### src/sv/tln_pkg.sv
package tln_pkg;

	localparam int NUM_DIGITS = 6;
	localparam int IDX_W      = $clog2(NUM_DIGITS + 2);

	localparam logic [7:0] NL_BYTE     = 8'h0A;
	localparam logic [7:0] TAB_BYTE    = 8'h09;
	localparam logic [7:0] SPACE_BYTE  = 8'h20;
	localparam logic [7:0] DIGIT0_BYTE = 8'h30;
	localparam logic [7:0] DIGIT9_BYTE = 8'h39;

	localparam logic [1:0] MODE_PASS     = 2'd0;
	localparam logic [1:0] MODE_ALL      = 2'd1;
	localparam logic [1:0] MODE_NONBLANK = 2'd2;

	typedef logic [7:0]                  byte_t;
	typedef logic [NUM_DIGITS-1:0][3:0]  bcd_t;
	typedef logic [NUM_DIGITS-1:0][7:0]  digit_chars_t;

	typedef struct packed {
		byte_t        in_byte;
		logic         prefix;
		digit_chars_t chars;
	} item_t;

	function automatic logic bcd_is_max(bcd_t v);
		logic m;
		m = 1'b1;
		for (int d = 0; d < NUM_DIGITS; d++) begin
			if (v[d] != 4'd9) begin
				m = 1'b0;
			end
		end
		return m;
	endfunction

	function automatic bcd_t bcd_inc(bcd_t v);
		bcd_t r;
		logic carry;
		r     = v;
		carry = !bcd_is_max(v);
		for (int d = 0; d < NUM_DIGITS; d++) begin
			if (carry) begin
				if (v[d] < 4'd9) begin
					r[d]  = v[d] + 4'd1;
					carry = 1'b0;
				end else begin
					r[d] = 4'd0;
				end
			end
		end
		return r;
	endfunction

	// leading zeros become spaces, units digit always shown
	function automatic digit_chars_t fmt_chars(bcd_t v);
		digit_chars_t c;
		logic seen;
		seen = 1'b0;
		for (int d = NUM_DIGITS - 1; d >= 0; d--) begin
			if (v[d] != 4'd0 || d == 0) begin
				seen = 1'b1;
			end
			c[d] = seen ? (DIGIT0_BYTE + {4'd0, v[d]}) : SPACE_BYTE;
		end
		return c;
	endfunction

endpackage

### src/sv/tln_if.sv
interface tln_in_if import tln_pkg::*; ();
	logic  valid;
	logic  ready;
	byte_t in_byte;
	logic  start_of_file;

	modport source (output valid, output in_byte, output start_of_file, input ready);
	modport sink   (input valid, input in_byte, input start_of_file, output ready);
endinterface

interface tln_out_if import tln_pkg::*; ();
	logic  valid;
	logic  ready;
	byte_t out_byte;
	logic  last;

	modport source (output valid, output out_byte, output last, input ready);
	modport sink   (input valid, input out_byte, input last, output ready);
endinterface

### src/sv/tln_line_ctrl.sv
module tln_line_ctrl import tln_pkg::*; (
	input  logic       clk,
	input  logic       arst_n,
	input  logic       cfg_wr_en,
	input  logic [1:0] cfg_wr_data,
	input  byte_t      in_byte,
	input  logic       start_of_file,
	input  logic       accept,
	output item_t      item
);

	logic [1:0] mode_q;
	logic       after_nl_q;
	bcd_t       line_num_q;
	logic       prefix;

	always_comb begin
		case (mode_q)
			MODE_ALL:      prefix = start_of_file || after_nl_q;
			MODE_NONBLANK: prefix = start_of_file || (after_nl_q && in_byte != NL_BYTE);
			default:       prefix = 1'b0;
		endcase
	end

	assign item.in_byte = in_byte;
	assign item.prefix  = prefix;
	assign item.chars   = fmt_chars(line_num_q);

	always_ff @(posedge clk or negedge arst_n) begin
		if (!arst_n) begin
			mode_q     <= MODE_ALL;
			after_nl_q <= 1'b0;
			line_num_q <= bcd_t'(1);
		end else begin
			if (cfg_wr_en) begin
				mode_q <= cfg_wr_data;
			end
			if (accept) begin
				after_nl_q <= (in_byte == NL_BYTE);
				if (prefix) begin
					line_num_q <= bcd_inc(line_num_q);
				end
			end
		end
	end

endmodule

### src/sv/tln_emitter.sv
module tln_emitter import tln_pkg::*; (
	input  logic             clk,
	input  logic             arst_n,
	input  item_t            item,
	output logic             accept,
	tln_in_if.sink           in_ch,
	tln_out_if.source        out_ch
);

	logic             valid_s1;
	byte_t            byte_s1;
	logic             pfx_s1;
	digit_chars_t     chars_s1;
	logic [IDX_W-1:0] idx_q;

	logic  out_valid_q;
	byte_t out_byte_q;
	logic  out_last_q;

	logic  out_free;
	logic  at_byte;
	logic  at_tab;
	logic  move;
	logic  done;
	logic  in_ready;
	byte_t next_char;

	assign out_free = !out_valid_q || out_ch.ready;
	assign at_byte  = !pfx_s1 || (idx_q == IDX_W'(NUM_DIGITS + 1));
	assign at_tab   = (idx_q == IDX_W'(NUM_DIGITS));
	assign move     = valid_s1 && out_free;
	assign done     = move && at_byte;
	assign in_ready = !valid_s1 || done;
	assign accept   = in_ch.valid && in_ready;

	always_comb begin
		if (at_byte) begin
			next_char = byte_s1;
		end else if (at_tab) begin
			next_char = TAB_BYTE;
		end else begin
			next_char = chars_s1[NUM_DIGITS-1];
		end
	end

	always_ff @(posedge clk or negedge arst_n) begin
		if (!arst_n) begin
			valid_s1    <= 1'b0;
			idx_q       <= '0;
			out_valid_q <= 1'b0;
		end else begin
			if (accept) begin
				valid_s1 <= 1'b1;
				idx_q    <= '0;
			end else begin
				if (done) begin
					valid_s1 <= 1'b0;
				end
				if (move) begin
					idx_q <= idx_q + IDX_W'(1);
				end
			end
			if (move) begin
				out_valid_q <= 1'b1;
			end else if (out_ch.ready) begin
				out_valid_q <= 1'b0;
			end
		end
	end

	always_ff @(posedge clk) begin
		if (accept) begin
			byte_s1  <= item.in_byte;
			pfx_s1   <= item.prefix;
			chars_s1 <= item.chars;
		end else if (move && !at_byte && !at_tab) begin
			chars_s1 <= digit_chars_t'(chars_s1 << 8);
		end
		if (move) begin
			out_byte_q <= next_char;
			out_last_q <= at_byte;
		end
	end

	assign in_ch.ready     = in_ready;
	assign out_ch.valid    = out_valid_q;
	assign out_ch.out_byte = out_byte_q;
	assign out_ch.last     = out_last_q;

endmodule

### src/sv/text_line_numberer.sv
// an accepted byte is held in the stage-one register, then in the output register
// throughput: one byte per cycle while no line starts and the output is not stalled
// a line start occupies NUM_DIGITS + 2 output transfers (8), input waits meanwhile
// the rate is set by the single output register, one byte per cycle while it is not stalled
// reset: mode numbers every line, line number 1, no line pending, channels empty
module text_line_numberer import tln_pkg::*; (
	input  logic       clk,
	input  logic       arst_n,
	input  logic       cfg_wr_en,
	input  logic [1:0] cfg_wr_data,
	tln_in_if.sink     in_ch,
	tln_out_if.source  out_ch
);

	item_t item;
	logic  accept;

	tln_line_ctrl u_ctrl (
		.clk           (clk),
		.arst_n        (arst_n),
		.cfg_wr_en     (cfg_wr_en),
		.cfg_wr_data   (cfg_wr_data),
		.in_byte       (in_ch.in_byte),
		.start_of_file (in_ch.start_of_file),
		.accept        (accept),
		.item          (item)
	);

	tln_emitter u_emit (
		.clk    (clk),
		.arst_n (arst_n),
		.item   (item),
		.accept (accept),
		.in_ch  (in_ch),
		.out_ch (out_ch)
	);

endmodule

### src/flat_wrapper.sv
// flat-port wrapper written by rule: the top's interface ports become plain ports
module text_line_numberer_flat import tln_pkg::*;
  (clk, arst_n, cfg_wr_en, cfg_wr_data, in_ch_valid, in_ch_in_byte, in_ch_start_of_file, in_ch_ready, out_ch_valid, out_ch_out_byte, out_ch_last, out_ch_ready);
  tln_in_if in_ch_i ();
  tln_out_if out_ch_i ();
  input  logic clk;
  input  logic arst_n;
  input  logic cfg_wr_en;
  input  logic [1:0] cfg_wr_data;
  input wire logic [$bits(in_ch_i.valid)-1:0] in_ch_valid;
  input wire logic [$bits(in_ch_i.in_byte)-1:0] in_ch_in_byte;
  input wire logic [$bits(in_ch_i.start_of_file)-1:0] in_ch_start_of_file;
  output wire logic [$bits(in_ch_i.ready)-1:0] in_ch_ready;
  output wire logic [$bits(out_ch_i.valid)-1:0] out_ch_valid;
  output wire logic [$bits(out_ch_i.out_byte)-1:0] out_ch_out_byte;
  output wire logic [$bits(out_ch_i.last)-1:0] out_ch_last;
  input wire logic [$bits(out_ch_i.ready)-1:0] out_ch_ready;
  assign in_ch_i.valid = in_ch_valid;
  assign in_ch_i.in_byte = in_ch_in_byte;
  assign in_ch_i.start_of_file = in_ch_start_of_file;
  assign in_ch_ready = in_ch_i.ready;
  assign out_ch_valid = out_ch_i.valid;
  assign out_ch_out_byte = out_ch_i.out_byte;
  assign out_ch_last = out_ch_i.last;
  assign out_ch_i.ready = out_ch_ready;
  text_line_numberer u_core (.clk(clk), .arst_n(arst_n), .cfg_wr_en(cfg_wr_en), .cfg_wr_data(cfg_wr_data), .in_ch(in_ch_i), .out_ch(out_ch_i));
endmodule
### config.mk
export PLATFORM = sky130hd
export DESIGN_NAME = text_line_numberer_flat
export DESIGN_NICKNAME = d
export VERILOG_FILES = /design/src/sv/tln_pkg.sv /design/src/sv/tln_if.sv /design/src/sv/tln_line_ctrl.sv /design/src/sv/tln_emitter.sv /design/src/sv/text_line_numberer.sv /design/src/flat_wrapper.sv
export SDC_FILE = /design/constraint.sdc
export NUM_CORES = 1
export LEC_CHECK = 0
export ABC_AREA = 1
export CAP_MARGIN = 20
export CORE_MARGIN = 5
export CORE_UTILIZATION = 49
export DETAILED_ROUTE_END_ITERATION = 6
export DONT_BUFFER_PORTS = 1
export RECOVER_POWER = 25
export SLEW_MARGIN = 40
export SYNTH_ARGS = -nofsm -noshare
export SYNTH_HDL_FRONTEND = slang
export SYNTH_HIERARCHICAL = 1
export SYNTH_SLANG_ARGS = --single-unit
### constraint.sdc
create_clock -name clk -period 4.7 [get_ports clk]
set_clock_uncertainty 0.1 [all_clocks]
set_input_delay 0.235 -clock clk [delete_from_list [all_inputs] [get_ports clk]]
set_output_delay 0.235 -clock clk [all_outputs]
set_load 0.01 [all_outputs]
Word level (Yosys, flattened, before mapping)
Cells that the tools add are included.
Operators by class
  add/subtract/negate cells: 13
  order comparisons: 6
  equal/unequal tests: 12
  multiplexer cells: 55
  bitwise operators: 1
  reductions and logical operators: 32
Operators with widths (number)
  $mux 48: 2
  $add 6x4->7 const A: 6
  $mux 1: 37
  $mux 7: 5
  $add 4x1->4 const B: 6
  $lt 4x4->1 const B: 6
  $mux 4: 6
  $ne 4x4->1 const B: 6
  $reduce_bool 4->1: 5
  $reduce_and 3->1: 6
  $mux 8: 2
  $eq 8x4->1 const B: 1
  $ne 8x4->1 const B: 1
  $reduce_bool 2->1: 4
  $eq 3x3->1 const B: 2
  $logic_and 1x1->1: 6
  $logic_not 1->1: 6
  $mux 3: 2
  $logic_or 1x1->1: 5
  $add 3x1->3 const B: 1
  $eq 2x1->1 const B: 1
  $eq 2x2->1 const B: 1
  $pmux 1 s2: 1
  $not 1->1: 1
Storage, ports and cells
  bits in registers: 98
  output and inout bits: 11
  logic and storage cells: 140

Logic depth before layout (Yosys ltp)
Gate-level depths: netlist (run 1).
  depth after elaboration: 27
  depth in mapped cells: 13
  depth with buffers taken out: 13

Hierarchy
Netlist (run 1), hierarchy kept.
By module, submodules not included
  tln_emitter: instances 1, cells an instance 277, area each 3074.2 sq um, sequential area each 2107.0 sq um
  tln_line_ctrl: instances 1, cells an instance 292, area each 2316.0 sq um, sequential area each 678.2 sq um

Least setup slack after synthesis (run 1)
OpenSTA, ideal clock, no wires.
  kind: register to register
  from: register u_core.u_emit.idx_q[0]
  to: register u_core/u_emit/chars_s1[0] (netlist bit) (enable)
  library setup time: 0.459 ns
  arrival time: 3.213 ns
  data required time: 4.141 ns
  setup slack: 0.927 ns
  stages on the path, launching flop included: 6
  buffers on the path: 0
  clock period less this slack: 3.773 ns
  cell sequence: dfrtp_1 > ha_1 > ha_1 > nor2_1 > nand2_1 > o21ai_1
Between the ends
  longest elaborated chain between the ends: 6
  elaborated cells on any way between the ends: 11
Ends and longest elaborated chain
  start, declared: RTL line tln_emitter.sv:14  | logic [IDX_W-1:0] idx_q;
  start signal, assigned: RTL line tln_emitter.sv:60  | idx_q <= idx_q + IDX_W'(1);
  $eq 3x3->1: RTL line tln_emitter.sv:29  | assign at_byte = !pfx_s1 || (idx_q == IDX_W'(NUM_DIGITS + 1));
  $logic_or 1x1->1: RTL line tln_emitter.sv:29
  $logic_not 1->1 or $logic_and 1x1->1 (tied branches): RTL line tln_emitter.sv:76, tln_emitter.sv:32
  $logic_and 1x1->1 or $logic_or 1x1->1 (tied branches): RTL line tln_emitter.sv:76, tln_emitter.sv:33
  $logic_and 1x1->1 (on tied branches): RTL line tln_emitter.sv:76, tln_emitter.sv:34
  $reduce_bool 2->1 (no line) *
  end signal, assigned: RTL line tln_emitter.sv:75  | chars_s1 <= item.chars;
  end signal, assigned: RTL line tln_emitter.sv:77  | chars_s1 <= digit_chars_t'(chars_s1 << 8);
  end, declared: RTL line tln_emitter.sv:13  | digit_chars_t chars_s1;
Every way passes the cells marked *; elsewhere a longest branch is shown, timed or not.
A chain may end at the register's enable or synchronous reset.

Worst setup path after layout (run 1)
  from: register u_core.u_emit.idx_q[1]
  to: register u_core/u_ctrl/line_num_q[17] (netlist bit)
Between the ends
  longest elaborated chain between the ends: 6
Ends and longest elaborated chain
  $eq 3x3->1: RTL line tln_emitter.sv:29
  $logic_or 1x1->1: RTL line tln_emitter.sv:29
  via u_core.u_emit.at_byte: RTL line tln_emitter.sv:21  | logic at_byte;
  $logic_and 1x1->1: RTL line tln_emitter.sv:32  | assign done = move && at_byte;
  $logic_or 1x1->1: RTL line tln_emitter.sv:33  | assign in_ready = !valid_s1 || done;
  via in_ch_ready: RTL line flat_wrapper.sv:13  | output wire logic [$bits(in_ch_i.ready)-1:0] in_ch_ready;
  $logic_and 1x1->1: RTL line tln_emitter.sv:34  | assign accept = in_ch.valid && in_ready;
  via u_core.accept: RTL line text_line_numberer.sv:16  | logic accept;
  $reduce_and 3->1 (no line)
  end signal, assigned: RTL line tln_line_ctrl.sv:33  | line_num_q <= bcd_t'(1);
  end signal, assigned: RTL line tln_line_ctrl.sv:41  | line_num_q <= bcd_inc(line_num_q);
  end, declared: RTL line tln_line_ctrl.sv:14  | bcd_t line_num_q;
The timed path passes the listed nets, and every way through them passes these cells.

==> metrics.md, run 1 <==
| Metric | Value |
|---|---|
| Hold worst-path end | u_core/u_emit/pfx_s1 |
| Synth cell count leaders | 161 x nand2_1, 66 x edfxtp_1, 57 x inv_1 |
| Worst-case reg-to-reg path depth | 12 |
| Actual slew at the worst max-slew pin | ~1.8 ns |
| Antenna Nets Post-Route | 0 |
| Max_slew headroom | -0.173 |
| CORE AREA | around 0.011 sq mm |
| Synth Area per Inst | about 9.5 sq um |
| GP Congestion | approximately 0.82 |
| Crit path DAT | ~3.2 ns |
| Inst Count DP | roughly 670 |
| Synth top area share | 0.368 |
| Synth area leader | edfxtp_1 |
| Final Hold Fails | 0 |
| Mean routed wirelength per cell | 13.5 microns |
| Sequential share of the synthesized area | 0.517 |
| Placed inst area | between 0.005 and 0.006 sq mm |
| Post-route cell area | between 0.005 and 0.006 sq mm |
| Max VDD drop | about 0.32 mV |
| Total gr overflow | 0 |
| Flop and latch count out of synthesis | 98 |
| Fill cells | 962 |
| Async SR Flop Fraction | 0.327 |
| TritonRoute pass-1 iters | 4 |
| Clock share of power | 0.197 |
| R2r endpoint | u_core/u_ctrl/line_num_q[17] |
| Failing checks | capacitance limit, slew limit |
| Initial Util | 0.499 |
| Sw Ratio | 0.356 |
| Root Driver | clkbuf_8 |
| Netlist Area Pre-Place | approximately 0.0054 sq mm |
| Max clock buf depth | 2 |
| YS warnings | 6 |
| Worst hold path type | primary input to flip-flop |
| CTS H-tree lvls | 3 |
| Layout cell share with drive strength beyond 1 | 0.120 |
| Die Area | roughly 0.013 sq mm |
| Count leader, synth | nand2_1 |
| Max Slew Vio Count | 33 |
| Combinational share of power | 0.289 |
| I/O pin total | 27 |
| Max Cap Viol | 1 |
| Drt drc | 0 |
| Skew-Pair Late Insertion Delay | roughly 0.38 ns |
| Fmax | around 0.33 GHz |
| Crit Path Class | flip-flop to flip-flop |
| R2R setup slack | roughly 1.7 ns |
| Layout Cells excl Fill | roughly 700 |
| Post-DP HPWL | about 6500 microns |
| Cell Rows | 38 |
| Final core occ | 0.517 |
| Post-DR vias/cell | 4.82 |
| Largest net degree at the start of global routing | 54 |
| Data required, critical path | roughly 4.9 ns |
| Pwr Total | 3.02 mW |
| Power Dens Cells | approximately 540 mW/mm^2 |
| Top cells by area, synth | edfxtp_1 37%, dfrtp_1 14%, nand2_1 11% |
| Reg power frac | 0.514 |
| Final setup margin | between 1.5 and 2 ns |
| Min Clock Period, post-route | approximately 3.0 ns |
| Die Wd | about 110 microns |
| HP Start | in_ch_start_of_file |
| Dominant synthesized flop cell | edfxtp_1 |
| Input/output buffers | 0 |
| Total negative setup slack | 0 ns |
| Clock-pin slew reported for the worst setup and hold paths after clock tree synthesis | ~0.090 ns |
| Worst-path maximum fanout | 53 |
| Number of flops mapped to enable cells by yosys | 66 |
| Leak | approximately 2.6 nW |
| Final WL | around 9500 microns |
| CTS tree | done |
| Post-CTS Hold Fix Bufs | 15 |
| Antenna cell count | 0 |
| CTS buffer count | 9 |
| DR iter-0 viols | around 280 |
| Cell count after synthesis | between 500 and 600 |
| P_int | just under 2 mW |
| RSZ-0062 raised after global routing | no |
| TritonCTS Sinks | 98 |
| Final period util | 0.642 |
| Post-CTS setup buffer count | 0 |
| R2R Path Start | u_core/u_emit/idx_q[1] |
| Die H | around 110 microns |
| Hold slack | approximately 0.095 ns |
| Setup WS pre-CTS | 1.39 ns |
| Hold path depth | 4 |
| CP Launch Type | flip-flop |
| Switching pwr | ~1.1 mW |
| Element type at the critical path end | flip-flop |
| Nets | between 500 and 600 |
| Status | complete, but fails checks |
| Initial antenna violation count | 0 |
| Via count | ~3,400 |
| Yosys cell types | 40 |
| P&R area growth vs syn | 3.57% |
| Global-route wire length before repair | about 16,000 microns |
| Post-cts sizing count | 0 |
| Tot GR Track Use | 0.157 |
| Number of global-route vias before repair | 3,388 |
| Final setup vio count | 0 |
==> cell type report <==
class | count | area [sq um] | share of cell area
Clock buffer | 10 | 128 | 0.0229
Clock inverter | 6 | 90.1 | 0.0161
Inverter | 65 | 249 | 0.0446
Multi-Input combinational cell | 364 | 2010 | 0.360
Sequential cell | 98 | 2790 | 0.499
Tap cell | 140 | 175 | 0.0314
Timing Repair Buffer | 16 | 146 | 0.0262
==> kinds of logic (layout without fill, tap and decap cells) <==
kind of cell / Yosys count / in the layout / share of synthesized area
multiplexers: 1 / 1 / 0.00209
other: 2 / 19 / 0.00139
adder cells (fa/ha/maj): 23 / 23 / 0.0534
XOR/XNOR: 9 / 9 / 0.0146
buffers and inverters: 124 / 97 / 0.125
AND/OR/NAND/NOR: 286 / 286 / 0.252
AO/OA/AOI/OAI: 26 / 26 / 0.0353
flip-flops: 98 / 98 / 0.517
==> metal layers <==
metal / share of wire / routed length [microns] / vias up / global-route usage
li1: - / - / 1736 / -
met1: 0.43 / 4060 / 1553 / 0.179
met2: 0.50 / 4710 / 57 / 0.272
met3: 0.041 / 389 / 22 / 0.0474
met4: 0.032 / 299 / 0 / 0.0657
met5: 0 / 0 / - / 0
==> layout by cell type, fill, tap and decap left out, types with 2 or more instances in the layout <==
cell           Yosys  routed
nand3_1           53      53
nand3_2            6       6
nor2_1            31      30
bufinv_16          0       2
nand4_1            9       9
nor3_1             3       3
clkbuf_1           9       2
conb_1             2      19
o21ai_1            4       3
nand2_1          161     161
edfxtp_1          66      66
nor2_2             2       3
clkinv_4           1       2
o22a_1             2       2
xor2_1             8       8
a21oi_1            4       4
inv_2              7       7
nor2_4             2       2
nand2_8            2       2
nand2_2            6       6
o21ai_0            6       6
dfstp_2            2       2
a21oi_2            2       2
a21oi_4            2       2
ha_1              23      23
clkbuf_8           0       9
nand2_4            5       5
dfrtp_1           30      30
dlygate4sd3_1      0      13
inv_1             57      57
o21ai_2            6       6
==> flip-flops by register name (all words and copies together), names as in the netlist <==
register                       flops
u_core/u_emit/out_ch.out_byte      8
u_core/u_ctrl/after_nl_q           1
u_core/u_emit/byte_s1              8
u_core/u_emit/out_ch.valid         1
u_core/u_emit/idx_q                3
u_core/u_ctrl/mode_q               2
u_core/u_ctrl/line_num_q          24
u_core/u_emit/chars_s1            48
u_core/u_emit/out_ch.last          1
u_core/u_emit/pfx_s1               1
u_core/u_emit/valid_s1             1
==> worst max path at each step <==
| stage | from | end | slack (ns) | cells past startpoint |
|---|---|---|---|---|
| 3_5_place_dp | u_core/u_emit/idx_q[1] | u_core/u_ctrl/line_num_q[17] | 1.39 | 12 |
| 2_1_floorplan | u_core/u_emit/idx_q[0] | u_core/u_emit/chars_s1[0] | 0.93 | 5 |
| 3_3_place_gp | u_core/u_emit/idx_q[0] | u_core/u_ctrl/line_num_q[17] | 1.47 | 12 |
| 5_1_grt | u_core/u_emit/idx_q[0] | u_core/u_ctrl/line_num_q[17] | 1.37 | 12 |
| 4_1_cts | u_core/u_emit/idx_q[1] | u_core/u_ctrl/line_num_q[17] | 1.39 | 12 |
| 6_report | u_core/u_emit/idx_q[1] | u_core/u_ctrl/line_num_q[17] | 1.68 | 12 |
==> power groups by stage <==
| stage | Clock, mW | Combinational, mW | Sequential (mW) |
|---|---|---|---|
| finish | 0.594 | 0.873 | 1.55 |
| detailed placement | 0 | 0.856 | 1.58 |
| global route | 0.655 | 1.01 | 1.59 |
| CTS | 0.624 | 0.883 | 1.56 |
| global placement | 0 | 0.831 | 1.57 |
| floorplan | 0 | 0.777 | 1.53 |
==> critical path, stage by stage (launching register included) <==
cell and delay (ns):
dfrtp_1 0.39, ha_1 0.16, ha_1 0.17, inv_2 0.05, nand2_4 0.09, nand2_4 0.07
nand2_8 0.23, nand2_8 0.27, inv_1 0.47, nand3_4 0.18, nor2_2 0.44, nand2_1 0.12
o21ai_0 0.17
Note: power is estimated with default switching activity, not from simulation.
==> inputs of run 2 (changes only) <==
--- a/config.mk
+++ b/config.mk
@@ -11,6 +11,7 @@
 export CORE_UTILIZATION = 49
 export DETAILED_ROUTE_END_ITERATION = 6
 export DONT_BUFFER_PORTS = 1
+export PLACE_DENSITY = 0.66
 export RECOVER_POWER = 25
 export SLEW_MARGIN = 40
 export SYNTH_ARGS = -nofsm -noshare
==> constraint.sdc (replaced) <==
create_clock -name clk -period 2.42 [get_ports clk]
set_clock_uncertainty 0.1 [all_clocks]
set_input_delay 0.121 -clock clk [delete_from_list [all_inputs] [get_ports clk]]
set_output_delay 0.121 -clock clk [all_outputs]
set_load 0.01 [all_outputs]
==> metrics.md, run 2 (synthesis gave the netlist of run 1 again) <==
| Metric | Value |
|---|---|
| CTS buffer count | 9 (unchanged) |
| Input/output buffers | 0 (unchanged) |
| Element type at the critical path end | flip-flop |
| Skew-Pair Late Insertion Delay | 0.36 ns (-0.02 ns) |
| Final period util | 0.916 (+0.274) |
| Worst-path maximum fanout | 6 (-89%) |
| Layout Cells excl Fill | 706 (+1.0%) |
| Cell Rows | 38 (unchanged) |
| Post-DP HPWL | 6440 microns (-0.23%) |
| TritonRoute pass-1 iters | 4 (unchanged) |
| CP delay by family, top | simple AND/OR/NAND/NOR gates |
| Slowest cell on crit path | dfrtp_1 |
| Die Wd | 115 microns (unchanged) |
| CTS H-tree lvls | 3 (unchanged) |
| Final setup margin | 0.203 ns (-1.48 ns) |
| Root Driver | clkbuf_8 |
| Crit path DAT | 2.24 ns (-0.98 ns) |
| Max Slew Vio Count | 33 (unchanged) |
| CTS tree | done |
| Layout cell share with drive strength beyond 1 | 0.125 (+0.00558) |
| Worst path cell trace | inv_1, ha_1, nand3_2, nor3_4, nand2_2, nor3_4, nand4_2, nand2_1, inv_1, nand3_1, nand2_1 |
| Total gr overflow | 0 (unchanged) |
| DR iter-0 viols | 282 (-0.35%) |
| Max VDD drop | 0.490 mV (+54%) |
| TritonCTS Sinks | 98 (unchanged) |
| CORE AREA | 0.0108 sq mm (unchanged) |
| Data required, critical path | 2.44 ns (-2.46 ns) |
| Critical path's largest stage delay | 0.45 ns (-0.02 ns) |
| Tot GR Track Use | 0.157 (+0.000362) |
| Most common cell after layout, fill and taps aside | nand2_1 |
| GP Congestion | 0.816 (-0.24%) |
| Power Dens Cells | 1050 mW/mm^2 (+94%) |
| Fmax | 0.451 GHz (+36%) |
| Via count | 3,431 (+1.9%) |
| Max_slew headroom | -0.230 (-0.0577) |
| Worst hold path type | primary input to flip-flop |
| Drt drc | 0 (unchanged) |
| Status | complete, but fails checks |
| Max Cap Viol | 1 (unchanged) |
| Clock-pin slew reported for the worst setup and hold paths after clock tree synthesis | 0.09 ns (about the same) |
| Reg area | 0.00279 sq mm (unchanged) |
| Initial antenna violation count | 0 (unchanged) |
| Final WL | 9490 microns (+0.38%) |
| Die Area | 0.0132 sq mm (unchanged) |
| RSZ-0062 raised after global routing | no |
| Max clock buf depth | 2 (unchanged) |
| Inst Count DP | 673 (+0.75%) |
| Largest regs | u_core/u_emit/chars_s1 (48), u_core/u_ctrl/line_num_q (24) |
| Final core occ | 0.525 (+0.00788) |
| Number of global-route vias before repair | 3,423 (+1.0%) |
| Largest net degree at the start of global routing | 50 (-7.4%) |
| Min Clock Period, post-route | 2.22 ns (-0.799 ns) |
| Failing checks | capacitance limit, slew limit |
| Fill cells | 969 (+0.73%) |
| Multi-input logic area | 0.00201 sq mm (+0.19%) |
| Initial Util | 0.499 (unchanged) |
| Die H | 115 microns (unchanged) |
| Max reg flops | 48 (unchanged) |
| CP Launch Type | flip-flop |
| P&R area growth vs syn | 5.15% |
| Nets | 600 (+1.2%) |
| Antenna cell count | 0 (unchanged) |
| R2R setup slack | 0.20 ns (-1.48 ns) |
| Antenna Nets Post-Route | 0 (unchanged) |
| Buf+Inv Stages, Crit Path | 2 (unchanged) |
| Actual slew at the worst max-slew pin | 1.85 ns (+0.0866 ns) |
| Top reg by flops | u_core/u_emit/chars_s1 |
| Mean routed wirelength per cell | 13.4 microns (-0.61%) |
| I/O pin total | 27 (unchanged) |
| Most frequent cells in the layout | 161 x nand2_1, 66 x edfxtp_1, 57 x inv_1, 53 x nand3_1, 31 x nor2_1 |
| Final setup vio count | 0 (unchanged) |
| Crit Path Class | flip-flop to flip-flop |
| Total negative setup slack | 0 ns (unchanged) |
| Global-route wire length before repair | 16,400 microns (+2.0%) |
| Post-DR vias/cell | 4.86 (+0.86%) |
| Setup WS pre-CTS | 0.149 ns (-1.24 ns) |
| Final Hold Fails | 0 (unchanged) |
| Leak | 2.63 nW (+1.6%) |
[run 2: routing by layer]
| metal | vias up | track usage | share of wire |
|---|---|---|---|
| li1 | 1749 | - | - |
| met1 | 1598 | 0.198 | 0.44 |
| met2 | 68 | 0.267 | 0.49 |
| met3 | 16 | 0.0289 | 0.043 |
| met4 | 0 | 0.0626 | 0.024 |
| met5 | - | 0 | 0 |
[run 2: area by class of cell]
cell class / count / area share
multi-input cells: 364 / 0.355
repair buffers: 23 / 0.0404
flip-flops and latches: 98 / 0.491
clock buffers: 10 / 0.0225
clock inverters: 6 / 0.0157
well taps: 140 / 0.0309
inverters: 65 / 0.0439
[run 2: where the power goes]
| group | internal (mW) | leakage [nW] | switching [mW] |
|---|---|---|---|
| sequential | 2.66 | 1.06 | 0.355 |
| clock | 0.585 | 0.105 | 0.567 |
| combinational | 0.585 | 1.46 | 1.19 |
| total | 3.83 | 2.63 | 2.11 |
[run 2: what timing repair did]
| item | in CTS | in global routing |
|---|---|---|
| gates resized for setup | 0 | 1 |
| setup endpoints to repair | 0 | 2 |
| hold buffers | 16 | 0 |
| hold endpoints to repair | 77 | 0 |
| buffers inserted | 0 | 1 |
[run 2: per-stage QoR]
step                      hold slack [ns]  total power [mW]  instance area, sq um
after floorplan                    -0.275              4.48                  5470
after detailed placement           -0.273              4.78                  5270
after CTS                          0.0198              5.99                  5670
after global routing               0.0385              6.38                  5670
after global placement             -0.273              4.71                  5270
final                              0.0316              5.94                  5670
[run 2: worst paths after layout]
check,start,endpoint,cells past startpoint
max in group asynchronous,arst_n,u_core/u_emit/idx_q[1],2
worst max register to register,u_core/u_ctrl/line_num_q[20],u_core/u_emit/chars_s1[8],11
worst min-delay path,in_ch_valid,u_core/u_emit/idx_q[1],4
worst max-delay path,u_core/u_ctrl/line_num_q[20],u_core/u_emit/chars_s1[8],11
worst min register to register,u_core/u_emit/chars_s1[22],u_core/u_emit/chars_s1[30],2
min in group asynchronous,arst_n,u_core/u_ctrl/line_num_q[10],2
[run 2: worst reg2reg max path: cells and delay by family (launching register included)]
kind,cells,cell delay [ns]
fa+ha+maj,1,0.17
flops,1,0.45
simple gates,8,1.09
buf+inv,2,0.18
==> inputs of run 3 (changes only) <==
--- a/config.mk
+++ b/config.mk
@@ -5,7 +5,6 @@
 export SDC_FILE = /design/constraint.sdc
 export NUM_CORES = 1
 export LEC_CHECK = 0
-export ABC_AREA = 1
 export CAP_MARGIN = 20
 export CORE_MARGIN = 5
 export CORE_UTILIZATION = 49
==> constraint.sdc (replaced) <==
create_clock -name clk -period 2.42 [get_ports clk]
set_clock_uncertainty 0.1 [all_clocks]
set_input_delay 0.605 -clock clk [delete_from_list [all_inputs] [get_ports clk]]
set_output_delay 0.605 -clock clk [all_outputs]
set_load 0.01 [all_outputs]
==> metrics.md, run 3 <==
| Metric | Value |
|---|---|
| Leak | 2.62 nW (-0.34%) |
| Nets | 568 (-5.3%) |
| Final period util | 1.08 (+0.165) |
| Element type at the critical path end | flip-flop |
| Cell count after synthesis | 491 (-14%) |
| Die Area | 0.0130 sq mm (-1.5%) |
| Reg power frac | 0.510 (+0.003) |
| Data required, critical path | 2.59 ns (+0.15 ns) |
| Min Clock Period, post-route | 2.62 ns (+0.399 ns) |
| Switching pwr | 1.26 mW (-40%) |
| YS warnings | 6 (unchanged) |
| Number of flops mapped to enable cells by yosys | 66 (unchanged) |
| Actual slew at the worst max-slew pin | 0.843 ns (-1.00 ns) |
| Power Dens Cells | 714 mW/mm^2 (-32%) |
| Post-route cell area | 0.00615 sq mm (+8.5%) |
| Final setup vio count | 21 (+21) |
| Max Cap Viol | 0 (-1) |
| Slowest cell on crit path | or4b_4 |
| Largest net degree at the start of global routing | 57 (+14%) |
| Most common cell after layout, fill and taps aside | nand2_1 |
| Post-DR vias/cell | 5.39 (+11%) |
| I/O pin total | 27 (unchanged) |
| Buf+Inv Stages, Crit Path | 3 (+1) |
| Antenna cell count | 0 (unchanged) |
| Die H | 114 microns (-0.75%) |
| Dominant synthesized flop cell | edfxtp_1 |
| Max clock buf depth | 2 (unchanged) |
| Crit path DAT | 2.79 ns (+0.55 ns) |
| CTS H-tree lvls | 3 (unchanged) |
| Setup WS pre-CTS | -0.207 ns (-0.356 ns) |
| Worst-path maximum fanout | 6 (unchanged) |
| Total negative setup slack | -2.71 ns (-2.71 ns) |
| Clock share of power | 0.279 (+0.085) |
| Initial Util | 0.496 (-0.00386) |
| Failing checks | setup timing |
| Synth cell count leaders | 96 x nand2_1, 66 x edfxtp_1, 40 x o22ai_1 |
| Antenna Nets Post-Route | 0 (unchanged) |
| Async SR Flop Fraction | 0.327 (unchanged) |
| TritonCTS Sinks | 98 (unchanged) |
| Synth Area per Inst | 10.8 sq um (+14%) |
| Cell Rows | 38 (unchanged) |
| Placed inst area | 0.00568 sq mm (+7.8%) |
| Mean routed wirelength per cell | 16.1 microns (+20%) |
| Top reg by flops | u_core/u_emit/chars_s1 |
| Hold slack | 0.204 ns (+0.172 ns) |
| Via count | 3,636 (+6.0%) |
| CORE AREA | 0.0107 sq mm (-0.88%) |
| Count leader, synth | nand2_1 |
| CP Launch Type | flip-flop |
| Drt drc | 0 (unchanged) |
| Worst hold path type | primary input to flip-flop |
| Largest regs | u_core/u_emit/chars_s1 (48), u_core/u_ctrl/line_num_q (24) |
| Combinational share of power | 0.211 (-0.088) |
| Top cells by area, synth | edfxtp_1 37%, dfrtp_1 14%, nand2_1 6.8% |
| Inst Count DP | 644 (-4.3%) |
| Yosys cell types | 68 (+70%) |
| Crit Path Class | flip-flop to flip-flop |
| Max_slew headroom | 0.438 (+0.668) |
| Pwr Total | 4.39 mW (-26%) |
| Final Hold Fails | 0 (unchanged) |
| Worst path cell trace | ha_2, ha_4, nor2b_4, inv_4, a21oi_4, inv_2, and2_4, and2b_2, or4b_4, nor4_4, buf_6, nand3_4, mux2_4 |
| GP Congestion | 0.829 (+1.5%) |
| Flop and latch count out of synthesis | 98 (unchanged) |
| P&R area growth vs syn | 16.0% |
| Max Slew Vio Count | 0 (-100%) |
| Critical path's largest stage delay | 0.51 ns (+0.06 ns) |
| CTS buffer count | 9 (unchanged) |
| Die Wd | 114 microns (-0.75%) |
| Fmax | 0.382 GHz (-15%) |
| TritonRoute pass-1 iters | 4 (unchanged) |
| Root Driver | clkbuf_8 |
| RSZ-0062 raised after global routing | yes |
| CTS tree | done |
| Final core occ | 0.575 (+0.0499) |
| Global-route wire length before repair | 17,900 microns (+8.9%) |
| CP delay by family, top | simple AND/OR/NAND/NOR gates |
| Layout Cells excl Fill | 674 (-4.5%) |
| Total gr overflow | 0 (unchanged) |
| Skew-Pair Late Insertion Delay | 0.37 ns (about the same) |
| Synth area leader | edfxtp_1 |
| Layout cell share with drive strength beyond 1 | 0.290 (+0.165) |
| DR iter-0 viols | 261 (-7.4%) |
| Final setup margin | -0.196 ns (-0.399 ns) |
| Post-DP HPWL | 7080 microns (+9.9%) |
| Fill cells | 896 (-7.5%) |
| Synth top area share | 0.374 (+0.00616) |
| Most frequent cells in the layout | 94 x nand2_1, 67 x buf_4, 66 x edfxtp_1, 39 x o22ai_1, 30 x dfrtp_1 |
| Final WL | 10,800 microns (+14%) |
| Status | complete, but fails checks |
| Initial antenna violation count | 0 (unchanged) |
| Clock-pin slew reported for the worst setup and hold paths after clock tree synthesis | 0.10 ns (about the same) |
| Sequential share of the synthesized area | 0.525 (+0.00866) |
| Number of global-route vias before repair | 3,633 (+6.1%) |
| Max VDD drop | 0.483 mV (-1.4%) |
| P_int | 3.13 mW (-18%) |
| Tot GR Track Use | 0.172 (+0.0151) |
| Input/output buffers | 0 (unchanged) |
| Sw Ratio | 0.287 (-0.0692) |
| Max reg flops | 48 (unchanged) |
| Netlist Area Pre-Place | 0.00530 sq mm (-1.6%) |
[run 3: cell count changes in the layout (fill, tap and decap cells not counted), moves of 10 or more]
cell,before,now
nand2_1,161,94
buf_4,6,67
nand3_1,53,3
inv_1,57,17
o22ai_1,0,39
nor2_1,31,9
dlygate4sd3_1,14,1
and3_1,0,10
[run 3: final timing paths]
check / start / end / slack [ns] / depth (start not counted)
min in group asynchronous: arst_n / u_core/u_ctrl/line_num_q[7] / 0.78 / 2
max reg2reg: u_core/u_emit/idx_q[0] / u_core/u_ctrl/line_num_q[16] / -0.20 / 13
min: cfg_wr_en / u_core/u_ctrl/mode_q[0] / 0.20 / 1
max in group asynchronous: arst_n / u_core/u_ctrl/line_num_q[13] / 0.91 / 2
min reg2reg: u_core/u_ctrl/mode_q[0] / u_core/u_ctrl/mode_q[0] / 0.43 / 2
max: u_core/u_emit/idx_q[0] / u_core/u_ctrl/line_num_q[16] / -0.20 / 13
[run 3: logic make-up (layout without fill, tap and decap cells)]
logic type,after synthesis,in the layout,share of synthesized area
and+or+nand+nor,172,172,0.176
DFF,98,98,0.525
AOI/OAI and AO/OA,92,92,0.121
buffers and inverters,90,116,0.0932
adders and majority gates,23,23,0.0543
muxes,14,14,0.0295
other,2,19,0.00142
[run 3: final cells by class]
cell class | count | area [sq um] | share of cell area
clock buffers | 9 | 124 | 0.0201
clock inverters | 7 | 109 | 0.0177
inverters | 24 | 92.6 | 0.0150
multi-input cells | 320 | 2250 | 0.366
flip-flops and latches | 98 | 2790 | 0.453
well taps | 140 | 175 | 0.0285
repair buffers | 76 | 614 | 0.0999
[run 3: power groups by stage]
stage	sequential, mW	clock, mW	combinational [mW]
CTS	2.24	1.25	0.863
finish	2.24	1.22	0.927
floorplan	2.25	0	0.624
global placement	2.26	0	0.811
global route	2.27	1.33	1.03
detailed placement	2.27	0	0.836
[run 3: per-layer routing]
layer  vias to the layer above  global-route usage  share of wire
li1                       1776                   -              -
met1                      1789               0.232           0.46
met2                        56               0.281           0.50
met3                        15              0.0355          0.028
met4                         0              0.0530          0.015
met5                         -                   0              0
[run 3: what timing repair did]
item	in CTS	in global routing
hold buffers	2	0
endpoints found under the hold margin	32	0
resized for setup	10	20
setup endpoints to repair	24	72
buffers inserted	7	5
pin swaps	7	9
